--- config.mk ---
export PLATFORM = sky130hd
export DESIGN_NAME = pslh_front
export DESIGN_NICKNAME = d
export VERILOG_FILES = /design/src/design/pslh_pkg.sv /design/src/design/pslh_front.sv
export SDC_FILE = /design/constraint.sdc
export NUM_CORES = 1
export LEC_CHECK = 0
export BUFFER_PORTS_ARGS = -buffer_cell sky130_fd_sc_hd__buf_2
export CAP_MARGIN = 20
export CORE_ASPECT_RATIO = 0.75
export CORE_UTILIZATION = 35
export DETAILED_ROUTE_END_ITERATION = 16
export GPL_TIMING_DRIVEN = 0
export PLACE_DENSITY = 0.89
export SYNTH_ARGS = -nofsm -noshare
export SYNTH_HDL_FRONTEND = slang
export SYNTH_SLANG_ARGS = --single-unit
--- constraint.sdc ---
create_clock -name vclk -period 3.89
set_input_delay 0.778 -clock vclk [all_inputs]
set_output_delay 0.778 -clock vclk [all_outputs]
set_load 0.005 [all_outputs]
--- src/design/pslh_pkg.sv ---
// shared types, constants and the log2 bucket function of the latency histogram
package pslh_pkg;

  localparam int NUM_SITES   = 64;
  localparam int NUM_BUCKETS = 32;

  localparam int FUNC_W   = 2;
  localparam int SITE_IN_W = 6;
  localparam int WAIT_W   = 64;
  localparam int BSEL_W   = 5;
  localparam int STAT_W   = 64;

  localparam int SITE_W   = $clog2(NUM_SITES);
  localparam int BKT_W    = $clog2(NUM_BUCKETS);
  localparam int BADDR_W  = SITE_W + BKT_W;
  localparam int NFS_W    = $clog2(NUM_SITES + 1);
  localparam int MSB_W    = $clog2(WAIT_W);

  localparam int FIFO_DEPTH = 2;

  localparam logic [FUNC_W-1:0] FUNC_RECORD   = 2'd0;
  localparam logic [FUNC_W-1:0] FUNC_READ     = 2'd1;
  localparam logic [FUNC_W-1:0] FUNC_REGISTER = 2'd2;
  localparam logic [FUNC_W-1:0] FUNC_UNUSED   = 2'd3;

  typedef enum logic [1:0] {
    OP_RECORD,
    OP_READ,
    OP_REGISTER
  } op_t;

  typedef enum logic [1:0] {
    ST_CLEAR,
    ST_IDLE,
    ST_UPDATE
  } back_state_t;

  typedef struct packed {
    op_t                  op;
    logic [SITE_IN_W-1:0] site;
    logic [WAIT_W-1:0]    wait_cycles;
    logic [BKT_W-1:0]     bucket;
    logic                 site_ok;
    logic                 bkt_ok;
  } cmd_t;

  typedef struct packed {
    logic clearing;
    logic queue_full;
  } front_stat_t;

  // floor(log2(cycles)), zero maps to 0, clamped to the last bucket
  function automatic logic [BKT_W-1:0] bucket_of(input logic [WAIT_W-1:0] cycles);
    logic [WAIT_W-1:0] v;
    logic [MSB_W-1:0]  msb;
    v   = cycles;
    msb = '0;
    for (int i = MSB_W - 1; i >= 0; i--) begin
      if ((v >> (1 << i)) != '0) begin
        v   = v >> (1 << i);
        msb = msb | MSB_W'(1 << i);
      end
    end
    if (msb > MSB_W'(NUM_BUCKETS - 1)) begin
      msb = MSB_W'(NUM_BUCKETS - 1);
    end
    return msb[BKT_W-1:0];
  endfunction

endpackage

--- src/design/pslh_front.sv ---
// front: accepts input beats, decodes the operation and computes the bucket
module pslh_front (
  input  logic                            push,
  output logic                            full,
  input  logic [pslh_pkg::FUNC_W-1:0]     in_func,
  input  logic [pslh_pkg::SITE_IN_W-1:0]  in_site,
  input  logic [pslh_pkg::WAIT_W-1:0]     in_wait_cycles,
  input  logic [pslh_pkg::BSEL_W-1:0]     in_bucket_select,
  input  pslh_pkg::front_stat_t           stat,
  output logic                            cmd_push,
  output pslh_pkg::cmd_t                  cmd
);
  import pslh_pkg::*;

  logic accept;
  logic keep;

  assign full   = stat.clearing | stat.queue_full;
  assign accept = push & ~full;

  always_comb begin
    cmd.site        = in_site;
    cmd.wait_cycles = in_wait_cycles;
    cmd.site_ok     = ({1'b0, in_site} < (SITE_IN_W + 1)'(NUM_SITES));
    cmd.bkt_ok      = ({1'b0, in_bucket_select} < (BSEL_W + 1)'(NUM_BUCKETS));
    cmd.op          = OP_RECORD;
    cmd.bucket      = bucket_of(in_wait_cycles);
    keep            = 1'b0;
    unique case (in_func)
      FUNC_RECORD: begin
        // records to sites beyond the table are dropped here
        keep = cmd.site_ok;
      end
      FUNC_READ: begin
        cmd.op     = OP_READ;
        cmd.bucket = in_bucket_select[BKT_W-1:0];
        keep       = 1'b1;
      end
      FUNC_REGISTER: begin
        cmd.op = OP_REGISTER;
        keep   = 1'b1;
      end
      FUNC_UNUSED: begin
        keep = 1'b0;
      end
      default: begin
        keep = 1'b0;
      end
    endcase
  end

  assign cmd_push = accept & keep;

endmodule

==> out/metrics.csv <==
metric,value,unit
status,"finished, violations left",
failed_checks,negative setup slack,
slew_viol_final,0,
finalCriticalPeriod,4.06,ns
cp-end-kind,primary output,
die_x,73.8,um
holdPathStages,2,
final_hold_viol_count,0,
nets,431,
track_usage,0.244,
die-height,55.9,um
grt_pass1_vias,1666,
whs_endpoint,cmd[73],
first_pass_iters,4,
share_comb_of_total_power,1.000,
first_iter_violations,88,
power_density,86.5,nW/um^2
ant_nets,0,
grt_max_degree,11,
seqPwrFrac,0,
synthToLayoutAreaGrowth,71.8,%
required,3.11,ns
syn_area,1360,um^2
io_buffers,152,
synth.avg_cell_area,6.98,um^2
wl_per_cell,13.4,um
layout-drive-gt1-share,0.725,
tightest_slew,0.622,ns
ys_top_cells_by_area,"buf_4 (40%), nor4_1 (6.0%), a21o_1 (4.4%)",
power_switching,0.0000847,W
max-vdd-ir-drop,0.0539,mV
synthCells,194,
cp_max_fo,5,
setup_viol,2,
switching_share,0.421,
p_clk_frac,0,
fin_ws,-0.170,ns
fmax,246,MHz
yosys_warnings,0,
leakagePower,1.24,nW
dpl.hpwl,4560,um
wl_met2,2580,um
slew_headroom,0.582,
drt_wl_total,5380,um
intPower,0.000117,W
fin_crit_sh,1.04,
antenna_found_initial,0,
dieArea,4130,um^2
ys_seq_area_frac,0,
cp.arrival,3.28,ns
grt_pass1_wl,7960,um
startpoint_type,input pin,
diodes,0,
regArea,0,um^2
ioPinCount,161,
wl_met1,2350,um
finalSetupTns,-0.317,ns
routabilityCongestion,0.877,
yosysTopAreaCell,buf_4,
rsz0062_at_grt,yes,
layout.sequential_cells,0,
ys_types,47,
grt_overflow,0,
hp-class,in -> out,
viasPerCell,4.93,
hold_start,in_site[2],
nClkBuffers,0,
fp.coreArea,3680,um^2
final_cells,401,
path_class,in -> out,
maxCapViolCount,0,
vias,1976,
drc,0,
highest_layer,met3,
initial_utilization,0.368,
routed-wl-met3,446,um
nFillCells,354,
dp_cells,399,
synth_top_cell_area_share,0.404,
rows,19,
==> synthesized netlist by cell type, types with 3 or more instances <==
library cell and number:
or3_1 4, nor3_1 5, nor4_1 13, nor2_1 16, buf_4 73, nand3_1 3
o21ai_1 3, a221oi_1 4, a21oi_1 7, o22a_1 3, a21o_1 8, o211ai_1 3
o21ai_0 4, nand2_1 6, a221o_1 3
==> stage by stage <==
| step | utilization | hold WS [ns] | total power, W | setup slack, ns | area, um^2 |
|---|---|---|---|---|---|
| after floorplan | - | 1.59 | 0.0000883 | 0.269 | 1360 |
| after global placement | 0.593 | 1.72 | 0.000192 | -0.346 | 2180 |
| after detailed placement | 0.593 | 1.72 | 0.000193 | -0.343 | 2180 |
| after CTS | 0.629 | 1.72 | 0.000201 | -0.158 | 2320 |
| after global routing | 0.632 | 1.72 | 0.000219 | -0.265 | 2330 |
| final | 0.632 | 1.72 | 0.000201 | -0.170 | 2330 |
==> final cells by class <==
| class | instances | area [um^2] | share of cell area |
|---|---|---|---|
| repair buffers | 155 | 803 | 0.345 |
| well taps | 52 | 65.1 | 0.0279 |
| inverters | 1 | 3.75 | 0.00161 |
| plain buffers | 77 | 582 | 0.250 |
| multi-input cells | 116 | 875 | 0.376 |
==> logic make-up (layout without fill, tap and decap cells) <==
family                 after synthesis  in the layout  share of synthesized area
other                                1              2                    0.00277
AO/OA/AOI/OAI                       49             49                      0.271
AND/OR/NAND/NOR                     65             65                      0.297
buffers and inverters               79            233                      0.428
==> how the worst max path moves through the flow <==
stage | from | end | cells after the start
floorplan | in_wait_cycles[54] | cmd[2] | 9
global placement | in_wait_cycles[41] | cmd[2] | 13
detailed placement | in_wait_cycles[41] | cmd[2] | 13
CTS | in_wait_cycles[51] | cmd[3] | 10
global route | in_wait_cycles[51] | cmd[3] | 10
finish | in_wait_cycles[51] | cmd[3] | 10
==> power groups by stage <==
stage | combinational [W] | clock (W) | sequential, W
final | 0.000201 | 0 | 0
after detailed placement | 0.000193 | 0 | 0
after CTS | 0.000201 | 0 | 0
after global placement | 0.000192 | 0 | 0
after floorplan | 0.0000883 | 0 | 0
after global routing | 0.000219 | 0 | 0
==> worst max-delay path, stage by stage <==
cell and delay (ns):
buf_8 0.10, or4_4 0.57, nor3_4 0.27, nor4b_4 0.28, and2_4 0.24, buf_6 0.14, a21oi_2 0.06, a221o_1 0.35
o32a_1 0.36, buf_2 0.13
==> timing repair <==
| action | 4_1_cts | 5_1_grt |
|---|---|---|
| gates resized for setup | 25 | 3 |
| setup endpoints to repair | 2 | 2 |
| pin swaps | 4 | 0 |
| buffers inserted | 2 | 0 |
| hold buffers | 0 | 0 |
| gates cloned | 1 | 0 |
==> cells in the final DEF (no fill, tap or decap), drive strengths merged <==
cell     Yosys  final
conb         1      2
o2111ai      1      1
or4          2      2
nor4        14     14
inv          1      1
a21o         8      8
o311ai       1      1
a31oi        2      2
nand2        6      6
o211ai       4      4
a211oi       1      1
a21oi        8      8
nand4        1      1
nor3         7      7
o22a         3      3
and2         2      2
o221a        1      1
o311a        1      1
nor4b        2      2
o21ai        7      7
nand2b       1      1
buf         76    230
or3          4      4
or4b         1      1
o221ai       2      2
nor2        16     16
a221o        3      3
clkbuf       2      2
o31ai        1      1
a221oi       4      4
a2111oi      1      1
nand3        3      3
or2          1      1
and4         2      2
nor2b        1      1
o32a         1      1
and3         2      2
==> routing by layer <==
| metal | up-vias | track usage |
|---|---|---|
| li1 | 973 | - |
| met1 | 897 | 0.341 |
| met2 | 106 | 0.430 |
| met3 | 0 | 0.0109 |
| met4 | 0 | 0.0110 |
| met5 | - | 0 |
No activity file was read; power rests on OpenSTA's default activity.
