==> config.mk <==
export PLATFORM = sky130hd
export DESIGN_NAME = pslh_cmd_fifo
export DESIGN_NICKNAME = d
export VERILOG_FILES = /design/src/design/pslh_pkg.sv /design/src/design/pslh_cmd_fifo.sv
export SDC_FILE = /design/constraint.sdc
export NUM_CORES = 1
export LEC_CHECK = 0
export ABC_AREA = 0
export BUFFER_PORTS_ARGS = -buffer_cell sky130_fd_sc_hd__buf_2
export CORE_MARGIN = 5
export CORE_UTILIZATION = 45
export DETAILED_ROUTE_END_ITERATION = 12
export GPL_ROUTABILITY_DRIVEN = 0
export HOLD_SLACK_MARGIN = 0.06
export PLACE_DENSITY = 0.76
export SYNTH_ARGS = -nofsm -noshare
export SYNTH_HDL_FRONTEND = slang
export SYNTH_SLANG_ARGS = --single-unit
==> constraint.sdc <==
create_clock -name clk -period 5.9 [get_ports clk]
set_input_delay 0.295 -clock clk [delete_from_list [all_inputs] [get_ports clk]]
set_output_delay 0.295 -clock clk [all_outputs]
set_load 0.02 [all_outputs]
==> src/design/pslh_pkg.sv <==
// shared types, constants and the log2 bucket function of the latency histogram
package pslh_pkg;

  localparam int NUM_SITES   = 64;
  localparam int NUM_BUCKETS = 32;

  localparam int FUNC_W   = 2;
  localparam int SITE_IN_W = 6;
  localparam int WAIT_W   = 64;
  localparam int BSEL_W   = 5;
  localparam int STAT_W   = 64;

  localparam int SITE_W   = $clog2(NUM_SITES);
  localparam int BKT_W    = $clog2(NUM_BUCKETS);
  localparam int BADDR_W  = SITE_W + BKT_W;
  localparam int NFS_W    = $clog2(NUM_SITES + 1);
  localparam int MSB_W    = $clog2(WAIT_W);

  localparam int FIFO_DEPTH = 2;

  localparam logic [FUNC_W-1:0] FUNC_RECORD   = 2'd0;
  localparam logic [FUNC_W-1:0] FUNC_READ     = 2'd1;
  localparam logic [FUNC_W-1:0] FUNC_REGISTER = 2'd2;
  localparam logic [FUNC_W-1:0] FUNC_UNUSED   = 2'd3;

  typedef enum logic [1:0] {
    OP_RECORD,
    OP_READ,
    OP_REGISTER
  } op_t;

  typedef enum logic [1:0] {
    ST_CLEAR,
    ST_IDLE,
    ST_UPDATE
  } back_state_t;

  typedef struct packed {
    op_t                  op;
    logic [SITE_IN_W-1:0] site;
    logic [WAIT_W-1:0]    wait_cycles;
    logic [BKT_W-1:0]     bucket;
    logic                 site_ok;
    logic                 bkt_ok;
  } cmd_t;

  typedef struct packed {
    logic clearing;
    logic queue_full;
  } front_stat_t;

  // floor(log2(cycles)), zero maps to 0, clamped to the last bucket
  function automatic logic [BKT_W-1:0] bucket_of(input logic [WAIT_W-1:0] cycles);
    logic [WAIT_W-1:0] v;
    logic [MSB_W-1:0]  msb;
    v   = cycles;
    msb = '0;
    for (int i = MSB_W - 1; i >= 0; i--) begin
      if ((v >> (1 << i)) != '0) begin
        v   = v >> (1 << i);
        msb = msb | MSB_W'(1 << i);
      end
    end
    if (msb > MSB_W'(NUM_BUCKETS - 1)) begin
      msb = MSB_W'(NUM_BUCKETS - 1);
    end
    return msb[BKT_W-1:0];
  endfunction

endpackage

==> src/design/pslh_cmd_fifo.sv <==
// short command queue between front and back
module pslh_cmd_fifo (
  input  logic           clk,
  input  logic           rst_n,
  input  logic           wr_en,
  input  pslh_pkg::cmd_t wr_data,
  input  logic           rd_en,
  output pslh_pkg::cmd_t rd_data,
  output logic           rd_valid,
  output logic           is_full
);
  import pslh_pkg::*;

  localparam int PTR_W = (FIFO_DEPTH > 1) ? $clog2(FIFO_DEPTH) : 1;
  localparam int CNT_W = $clog2(FIFO_DEPTH + 1);

  cmd_t             mem_r [FIFO_DEPTH];
  logic [PTR_W-1:0] wr_ptr_r, wr_ptr_nxt;
  logic [PTR_W-1:0] rd_ptr_r, rd_ptr_nxt;
  logic [CNT_W-1:0] cnt_r, cnt_nxt;
  logic             do_wr, do_rd;

  assign rd_valid = (cnt_r != '0);
  assign is_full  = (cnt_r == CNT_W'(FIFO_DEPTH));
  assign do_wr    = wr_en & ~is_full;
  assign do_rd    = rd_en & rd_valid;
  assign rd_data  = mem_r[rd_ptr_r];

  always_comb begin
    wr_ptr_nxt = wr_ptr_r;
    rd_ptr_nxt = rd_ptr_r;
    cnt_nxt    = cnt_r;
    if (do_wr) begin
      wr_ptr_nxt = (wr_ptr_r == PTR_W'(FIFO_DEPTH - 1)) ? '0 : wr_ptr_r + 1'b1;
    end
    if (do_rd) begin
      rd_ptr_nxt = (rd_ptr_r == PTR_W'(FIFO_DEPTH - 1)) ? '0 : rd_ptr_r + 1'b1;
    end
    if (do_wr && !do_rd) begin
      cnt_nxt = cnt_r + 1'b1;
    end else if (do_rd && !do_wr) begin
      cnt_nxt = cnt_r - 1'b1;
    end
  end

  always_ff @(posedge clk) begin
    if (!rst_n) begin
      wr_ptr_r <= '0;
      rd_ptr_r <= '0;
      cnt_r    <= '0;
    end else begin
      wr_ptr_r <= wr_ptr_nxt;
      rd_ptr_r <= rd_ptr_nxt;
      cnt_r    <= cnt_nxt;
    end
  end

  always_ff @(posedge clk) begin
    if (do_wr) begin
      mem_r[wr_ptr_r] <= wr_data;
    end
  end

endmodule

==> flow_metrics.tcl <==
set metrics [dict create \
    final_max_slew_viol_count 0 \
    regArea_um2 4850 \
    setup-tns-final_ps 0 \
    status "completed" \
    cts_tree "done" \
    ant_nets 0 \
    diodes 0 \
    grt_overflow 0 \
    endpoint_kind "output pin" \
    max_freq_ghz 0.406 \
    worst_pin_slew_ps 1140 \
    die_y_um 125 \
    grt_max_degree 80 \
    startpoint_type "flip-flop" \
    core_um2 13100 \
    vias 3329 \
    finalPower_mw 3.62 \
    synth_cell_types 23 \
    multi_input_area_um2 1070 \
    maxSlewHeadroom_pct 23.9 \
    vias_per_cell 4.70 \
    yosysMostFrequentCell "edfxtp_1" \
    synth_area_um2 5970 \
    fin_crit_sh_pct 41.8 \
    ios 164 \
    setup-violations-final 0 \
    cp.arrival_ps 2170 \
    required_ps 5610 \
    syn_nets 355 \
    fill_cells 921 \
    h-tree-depth 4 \
    yosysTopAreaCell "edfxtp_1" \
    drv_cap 0 \
    drt_iter0_markers 168 \
    grt_usage_pct 14.8 \
    die_w_um 125 \
    min_period_ps 2470 \
    synthTopCellsByArea "edfxtp_1, mux2_2, mux2_4" \
    portBuffers 163 \
    syn_inst 271 \
    grt_antenna_before_repair 0 \
    hold_class "in -> reg" \
    p_leak_nw 3.16 \
    worst_slack_ps 3430 \
    async_flop_share_pct 0 \
    synth-edff-count 158 \
    cp_max_fo 79 \
    post_drt_wl_per_cell_um 16.1 \
    seq_area_frac_synth_pct 81.1 \
    cts.root.buffer_cell "clkbuf_16" \
    route.detailed.drc 0 \
    drtPass1Iterations 4 \
    first_global_vias 3580 \
    fin_skew_ps 7.16 \
    pre_cts_ws_ps 3870 \
    clock_sinks 163 \
    start_util_pct 45.5 \
    fp-row-count 42 \
    area_delta_synth_final_pct 39.7 \
    yosys_warnings 0 \
    routed_wl_um 11400 \
    finish.net_count 604 \
    synth_seq_cells 163 \
    ys_top_cells_by_count "edfxtp_1, mux2_2, mux2_4" \
    clk_path_buf_depth 2 \
    critPathKind "reg -> out" \
    cts_buffers 17 \
    clock_latency_ps 410 \
    irDropWorstVdd_mv 0.330 \
    hold_viol_final 0 \
    drive_gt1_share_pct 51.8 \
    postCtsResizedCells 0 \
    avgSynthCellArea_um2 22.0 \
    rsz0062_at_grt "no" \
    clk_pin_slew_worst_paths_ps 60 \
    synth_ff_type "edfxtp_1" \
    hpwl_um 6880 \
    die-area_um2 15700 \
    yosysTopAreaCellShare_pct 79.4 \
    grt_pass1_wl_um 18000 \
    power_density_nw_per_um2 434 \
]
==> flip-flops by register name, indices dropped and copies added, names as in the netlist, named ones only <==
| name | count |
|---|---|
| mem_r | 158 |
| cnt_r | 2 |
| rd_ptr_r | 1 |
| wr_ptr_r | 1 |
==> report_power, final <==
part           switching, mW  internal (mW)  leakage [nW]
Clock                  0.405          0.749         0.294
Sequential             0.117           1.46          1.52
Combinational          0.487          0.405          1.35
Total                   1.01           2.61          3.16
==> worst max-delay path, cell delays in order (launching register included) <==
cell	delay, ps
dfxtp_4	1010
mux2_2	430
buf_2	170
==> metrics by stage <==
| step | hold slack (ps) | cell area [um^2] | util (%) | std cells |
|---|---|---|---|---|
| after floorplan | 394 | 5970 | - | 271 |
| after global placement | 482 | 6970 | 53.1 | 603 |
| after detailed placement | 486 | 6970 | 53.1 | 603 |
| after CTS | 60.4 | 8340 | 63.5 | 709 |
| after global routing | 65.3 | 8340 | 63.5 | 709 |
| final | 82.3 | 8340 | 63.5 | 709 |
==> metal layers <==
layer,global-route usage (%),wire (um)
met5,0,0
met4,5.48,195
met3,5.71,653
met2,24.8,5960
met1,17.5,4580
==> area by class of cell <==
class | count | area share [%]
Sequential cell | 163 | 58.1
Timing Repair Buffer | 239 | 18.8
Multi-Input combinational cell | 97 | 12.8
Clock buffer | 22 | 5.32
Tap cell | 176 | 2.64
Clock inverter | 10 | 2.19
Inverter | 2 | 0.0900
==> logic make-up after synthesis <==
kind of cell | synth area share [%]
DFF | 81.1
muxes | 15.5
buffers and inverters | 1.19
and+or+nand+nor | 0.964
AOI/OAI and AO/OA | 0.545
xor gates and xnor gates | 0.440
adders and majority gates | 0.209
==> path summary, 6_finish.rpt <==
check	startpoint	end	slack [ps]	cells after the start
setup / recovery	flip-flop	rd_data[33]	3430	2
hold / removal	wr_data[35]	mem_r[1][35]	80	1
setup reg to reg	cnt_r[0]	mem_r[1][12]	3900	2
hold reg to reg	cnt_r[1]	cnt_r[1]	530	2
==> cells in the final DEF (no fill, tap or decap) <==
cell	synthesis	layout
ha_1	1	1
or3_1	1	1
dfxtp_4	0	1
o21ai_1	1	1
o21a_1	1	1
nor3_4	0	1
dfxtp_1	5	4
inv_2	1	1
xnor2_1	2	2
a21boi_0	1	1
buf_4	0	2
edfxtp_1	158	158
and2_1	3	3
o21ai_0	1	1
inv_1	1	1
buf_2	6	163
clkinv_2	0	2
bufinv_16	0	5
clkinvlp_4	0	3
nand2b_1	1	1
clkbuf_16	0	17
mux2_2	69	69
or2_2	1	1
dlygate4sd3_1	0	74
a21boi_1	1	1
and3_4	0	1
clkbuf_1	0	5
mux2_4	10	10
xor2_1	1	1
nor2_1	1	1
==> timing repair <==
action | 4_1_cts | 5_1_grt
endpoints found under the hold margin | 145 | 0
buffers inserted | 0 | 0
hold buffers | 74 | 0
(Power assumes the default switching activity.)
